<file path="config.mk">
export PLATFORM = sky130hd
export DESIGN_NAME = ckh_ctrl
export DESIGN_NICKNAME = d
export VERILOG_FILES = /design/src/rtl/ckh_pkg.sv /design/src/rtl/ckh_ctrl.sv
export SDC_FILE = /design/constraint.sdc
export NUM_CORES = 1
export LEC_CHECK = 0
export BUFFER_PORTS_ARGS = -buffer_cell sky130_fd_sc_hd__buf_2
export CORE_UTILIZATION = 35
export CTS_BUF_LIST = sky130_fd_sc_hd__clkbuf_2 sky130_fd_sc_hd__clkbuf_4 sky130_fd_sc_hd__clkbuf_8
export CTS_CLUSTER_DIAMETER = 40
export DETAILED_ROUTE_END_ITERATION = 12
export PLACE_DENSITY = 0.56
export SYNTH_ARGS = -nofsm -noshare
export SYNTH_HDL_FRONTEND = slang
export SYNTH_SLANG_ARGS = --single-unit
</file>
<file path="constraint.sdc">
create_clock -name clk -period 5.85 [get_ports clk]
set_input_delay 0.2925 -clock clk [delete_from_list [all_inputs] [get_ports clk]]
set_output_delay 0.2925 -clock clk [all_outputs]
set_load 0.005 [all_outputs]
</file>
<file path="src/rtl/ckh_pkg.sv">
// Shared types and constants for the canonical k-mer hash unit.
package ckh_pkg;

  localparam logic [63:0] MM_C1 = 64'h87c37b91114253d5;
  localparam logic [63:0] MM_C2 = 64'h4cf5ad432745937f;
  localparam logic [63:0] FMIX_M1 = 64'hff51afd7ed558ccd;
  localparam logic [63:0] FMIX_M2 = 64'hc4ceb9fe1a85ec53;
  localparam logic [63:0] H1_ADD = 64'h0000000052dce729;
  localparam logic [63:0] H2_ADD = 64'h0000000038495ab5;

  localparam logic REG_KMER_LENGTH = 1'b0;
  localparam logic REG_CANONICAL = 1'b1;

  // Payload of the input channel.
  typedef struct packed {
    logic [7:0] base;
    logic       start_req;
  } kmer_in_t;

  // Datapath operations, one per controller step. The multiplying operations
  // work on one lane and take three steps each.
  typedef enum logic [3:0] {
    OP_NONE    = 4'd0,
    OP_SHIFT   = 4'd1,  // take in a byte, build k-mer strings
    OP_COMPARE = 4'd2,  // pick window or reverse complement
    OP_LOAD    = 4'd3,  // load k1/k2 of the current block
    OP_MUL_A   = 4'd4,  // k *= c_a, rotate
    OP_MUL_B   = 4'd5,  // k *= c_b, mix into h
    OP_MIX     = 4'd6,  // h rotate, add, *5 (block only)
    OP_FIN_ADD = 4'd7,  // length xor and cross add
    OP_FMIX_A  = 4'd8,  // shift xor, multiply by first constant
    OP_FMIX_B  = 4'd9,  // shift xor, multiply by second constant
    OP_FMIX_C  = 4'd10, // last shift xor
    OP_RESULT  = 4'd11  // h1 + h2 into output register
  } dp_op_t;

  typedef struct packed {
    dp_op_t     op;
    logic [1:0] blk;    // block index 0..3 (16 bytes each)
    logic       lane;   // 0: k1/h1, 1: k2/h2
    logic [1:0] step;   // partial product step of a multiply
  } dp_cmd_t;

  typedef struct packed {
    logic       emit;     // window holds at least k bytes
    logic [2:0] nblocks;  // full 16-byte blocks
    logic       has_tail;
  } dp_status_t;

  function automatic logic [7:0] complement(input logic [7:0] c);
    case (c)
      8'h41: complement = 8'h54;
      8'h54: complement = 8'h41;
      8'h43: complement = 8'h47;
      8'h47: complement = 8'h43;
      8'h61: complement = 8'h74;
      8'h74: complement = 8'h61;
      8'h63: complement = 8'h67;
      8'h67: complement = 8'h63;
      default: complement = 8'h4e;
    endcase
  endfunction

  function automatic logic [63:0] rotl(input logic [63:0] x, input logic [5:0] r);
    rotl = (x << r) | (x >> (7'd64 - {1'b0, r}));
  endfunction

endpackage

</file>
<file path="src/rtl/ckh_ctrl.sv">
// Controller state machine sequencing the hash datapath.
module ckh_ctrl (
  input  logic             clk,
  input  logic             rst,
  input  logic             in_valid,
  output logic             in_ready,
  output logic             out_valid,
  input  logic             out_ready,
  input  ckh_pkg::dp_status_t status,
  output ckh_pkg::dp_cmd_t  cmd
);
  import ckh_pkg::*;

  typedef enum logic [10:0] {
    S_IDLE    = 11'b00000000001,
    S_COMPARE = 11'b00000000010,
    S_LOAD    = 11'b00000000100,
    S_MUL_A   = 11'b00000001000,
    S_MUL_B   = 11'b00000010000,
    S_MIX     = 11'b00000100000,
    S_FIN     = 11'b00001000000,
    S_FMIX_A  = 11'b00010000000,
    S_FMIX_B  = 11'b00100000000,
    S_FMIX_C  = 11'b01000000000,
    S_RESULT  = 11'b10000000000
  } state_t;

  state_t     state, state_next;
  logic [1:0] blk, blk_next;
  logic       tail, tail_next;
  logic       half, half_next;   // 0: k1 lane, 1: k2 lane
  logic [1:0] step, step_next;   // multiply step, 0..2
  logic       pend, pend_next;   // result held in output register

  assign in_ready = (state == S_IDLE) && !pend;
  assign out_valid = pend;

  always_ff @(posedge clk) begin
    if (rst) begin
      state <= S_IDLE;
      blk <= '0;
      tail <= 1'b0;
      half <= 1'b0;
      step <= '0;
      pend <= 1'b0;
    end else begin
      state <= state_next;
      blk <= blk_next;
      tail <= tail_next;
      half <= half_next;
      step <= step_next;
      pend <= pend_next;
    end
  end

  always_comb begin
    state_next = state;
    blk_next = blk;
    tail_next = tail;
    half_next = half;
    step_next = step;
    pend_next = pend && !out_ready;
    cmd.op = OP_NONE;
    cmd.blk = blk;
    cmd.lane = half;
    cmd.step = step;
    case (state)
      S_IDLE: begin
        if (in_valid && in_ready) begin
          cmd.op = OP_SHIFT;
          state_next = S_COMPARE;
        end
      end
      S_COMPARE: begin
        cmd.op = OP_COMPARE;
        blk_next = '0;
        half_next = 1'b0;
        if (!status.emit) begin
          state_next = S_IDLE;
        end else if (status.nblocks != 3'd0) begin
          tail_next = 1'b0;
          state_next = S_LOAD;
        end else if (status.has_tail) begin
          tail_next = 1'b1;
          state_next = S_LOAD;
        end else begin
          state_next = S_FIN;
        end
      end
      S_LOAD: begin
        cmd.op = OP_LOAD;
        half_next = 1'b0;
        state_next = S_MUL_A;
      end
      S_MUL_A: begin
        cmd.op = OP_MUL_A;
        if (step == 2'd2) begin
          step_next = '0;
          state_next = S_MUL_B;
        end else begin
          step_next = step + 2'd1;
        end
      end
      S_MUL_B: begin
        cmd.op = OP_MUL_B;
        if (step == 2'd2) begin
          step_next = '0;
          if (!tail) begin
            state_next = S_MIX;
          end else if (!half) begin
            half_next = 1'b1;
            state_next = S_MUL_A;
          end else begin
            state_next = S_FIN;
          end
        end else begin
          step_next = step + 2'd1;
        end
      end
      S_MIX: begin
        cmd.op = OP_MIX;
        if (!half) begin
          half_next = 1'b1;
          state_next = S_MUL_A;
        end else if ({1'b0, blk} + 3'd1 < status.nblocks) begin
          blk_next = blk + 2'd1;
          state_next = S_LOAD;
        end else if (status.has_tail) begin
          blk_next = blk + 2'd1;
          tail_next = 1'b1;
          state_next = S_LOAD;
        end else begin
          state_next = S_FIN;
        end
      end
      S_FIN: begin
        cmd.op = OP_FIN_ADD;
        half_next = 1'b0;
        state_next = S_FMIX_A;
      end
      S_FMIX_A: begin
        cmd.op = OP_FMIX_A;
        if (step == 2'd2) begin
          step_next = '0;
          state_next = S_FMIX_B;
        end else begin
          step_next = step + 2'd1;
        end
      end
      S_FMIX_B: begin
        cmd.op = OP_FMIX_B;
        if (step == 2'd2) begin
          step_next = '0;
          if (!half) begin
            half_next = 1'b1;
            state_next = S_FMIX_A;
          end else begin
            state_next = S_FMIX_C;
          end
        end else begin
          step_next = step + 2'd1;
        end
      end
      S_FMIX_C: begin
        cmd.op = OP_FMIX_C;
        state_next = S_RESULT;
      end
      S_RESULT: begin
        cmd.op = OP_RESULT;
        pend_next = 1'b1;
        state_next = S_IDLE;
      end
      default: state_next = S_IDLE;
    endcase
  end
endmodule

</file>
==> flow_metrics.tcl <==
set metrics [dict create \
    status "finished, final reports clean" \
    hold_depth 3 \
    synth_fp_nets 164 \
    fin_crit_ns 2.51 \
    fin_nets 176 \
    slowest_stage "or4_4" \
    yosysMostFrequentCell "nor2_1" \
    dp_hpwl_um 2200 \
    path_clk_slew_ns 0.11 \
    post_drt_wl_per_cell_um 13.8 \
    grt_pass1_vias 941 \
    p_leak_nw 0.584 \
    finalCritPeriodShare 0.428 \
    fmax_mhz 399 \
    hold_ws_ns 0.230 \
    maxSlewHeadroom 0.585 \
    numCtsBuffers 3 \
    cap_viol_max_count 0 \
    worst_slack_ns 3.34 \
    overflow 0 \
    synth.distinct_cells 50 \
    viasPerCell 5.46 \
    grt_pass1_wl_um 4560 \
    cts_sinks 18 \
    start_util 0.370 \
    place_inst 205 \
    postSynthAreaPerCell_sq_um 8.24 \
    syn_to_final_growth_pct 9.79 \
    dp_worst_setup_slack_ns 3.69 \
    synth_top_area_cell "dfxtp_1" \
    netlist.area_leader.share 0.288 \
    startpoint "state[4]" \
    synthTopCellsByCount "nor2_1, dfxtp_1, a21oi_1" \
    crit_path_end "cmd[5]" \
    wl_um 2890 \
    required_ns 5.56 \
    worst-path-max-fanout 10 \
    reg2reg_depth 8 \
    fillCellCount 361 \
    die-area_sq_mm 0.00382 \
    critPathLaunchType "register" \
    synth_area_leaders "dfxtp_1, nor2_1, a21oi_1" \
    cpPeakStageDelay_ns 0.58 \
    clockBufferDepth 2 \
    synthArstFlopShare 0 \
    maxSlewViolCount 0 \
    die_h_um 61.8 \
    setup_tns_ns 0 \
    pin_count 20 \
    rr_startpoint "blk[0]" \
    num_rows 21 \
    diodes 0 \
    synth_edf_count 0 \
    final_core_util 0.406 \
    drt_iter0_drc 53 \
    netlist_area_sq_mm 0.00125 \
    core_sq_mm 0.00339 \
    power_density_mw_per_mm2 178 \
    min_path_type "input port to register" \
    dr.pass1.iters 4 \
    crit_chain "or4_4, nor2_2, nand2_1, or2_2, nand4_1, buf_2" \
    worstSkewPairLatency_ns 0.31 \
    synth_warnings 0 \
    layout-drive-gt1-share 0.239 \
    synth_seq_cells 18 \
    vias 1141 \
    ctsResizeCount 0 \
    synth_cells 152 \
    grt_setup_unrepaired "no" \
    drcViolationCount 0 \
    gp_congestion 0.905 \
    cts_root_buffer "clkbuf_4" \
    ys_seq_area_frac 0.288 \
    synthFlopType "dfxtp_1" \
    r2r_slack_ns 3.66 \
    cts_setup_buffers 0 \
    end_kind "output pin" \
    tightest_slew_ns 0.614 \
    die_x_um 61.8 \
    antenna_found_initial 0 \
    io_buffer_count 19 \
    setup_viol 0 \
    gr-usage-all-layers 0.167 \
    grt_max_degree 19 \
    fin_cells 209 \
    path_class "register to output pin" \
    h-tree-depth 1 \
    ir_drop_mv 0.0937 \
    ctsHoldBuffers 0 \
    drtAntennaViolNets 0 \
    cp.arrival_ns 2.21 \
    r2r_end "blk[0]" \
    hold_violations 0 \
    fin_skew_ns 0.00266 \
    tritoncts "yes" \
]
stage by stage:
| stage | power, mW | cell area (sq um) |
|---|---|---|
| after floorplan | 0.156 | 1250 |
| after global placement | 0.165 | 1340 |
| after detailed placement | 0.165 | 1340 |
| after CTS | 0.247 | 1380 |
| after global routing | 0.257 | 1380 |
| final | 0.245 | 1380 |
sequential cells by signal (all words and copies together) (netlist names):
name       cells
state         11
blk            2
step           2
half           1
out_valid      1
tail           1
critical path: cells and delay by family, from the launching register on:
kind                   cells  cell delay [ns]
AND/OR/NAND/NOR            5             1.36
flip-flops                 1             0.42
buffers and inverters      1             0.11
logic make-up (layout without fill, tap and decap cells):
group / Yosys count / in the layout / synth area share
simple gates: 78 / 78 / 0.400
compound gates: 26 / 26 / 0.139
flops: 18 / 18 / 0.288
buf+inv: 17 / 28 / 0.0679
xor+xnor: 5 / 5 / 0.0350
mux: 5 / 5 / 0.0410
fa+ha+maj: 3 / 3 / 0.0300
layout by cell type (no fill, tap or decap), types with 3 or more instances in the layout:
cell | netlist | layout
clkbuf_4 | 0 | 3
nand2_1 | 8 | 8
mux2i_1 | 4 | 4
nor2_1 | 19 | 19
xor2_1 | 4 | 4
nor4b_1 | 4 | 4
buf_2 | 2 | 19
nand3_1 | 4 | 4
and3_1 | 3 | 3
or3_1 | 4 | 4
a31oi_1 | 3 | 3
ha_1 | 3 | 3
o21ai_0 | 4 | 4
dfxtp_1 | 18 | 18
a21oi_1 | 10 | 10
nor4_1 | 3 | 3
nand2b_1 | 4 | 4
nand4_1 | 3 | 3
inv_1 | 5 | 5
nor3_1 | 5 | 5
worst min-delay path by stage:
stage | startpoint | end | slack, ns
3_5_place_dp | blk[1] | blk[1] | 0.48
6_report | out_ready | out_valid | 0.23
4_1_cts | out_ready | out_valid | 0.23
2_1_floorplan | out_ready | out_valid | 0.47
5_1_grt | out_ready | out_valid | 0.24
3_3_place_gp | blk[1] | blk[1] | 0.47
metal layers:
layer | GRT usage | share of wire | up-vias
met3 | 0.0311 | 0.043 | 7
li1 | - | - | 575
met5 | 0 | 0 | -
met4 | 0.0857 | 0.022 | 0
met1 | 0.225 | 0.50 | 539
met2 | 0.255 | 0.44 | 20
where the power goes:
group	switching, mW	total (mW)	internal (mW)
Clock	0.0449	0.0830	0.0381
Sequential	0.00253	0.127	0.124
Combinational	0.0204	0.0356	0.0152
Total	0.0678	0.245	0.177
layout make-up:
class	instances	area, sq um	area share
flip-flops and latches	18	360	0.262
inverters	5	18.8	0.0136
multi-input cells	117	807	0.587
repair buffers	19	95.1	0.0692
well taps	46	57.6	0.0419
clock buffers	4	36.3	0.0264
No activity file was read; power rests on OpenSTA's default activity.
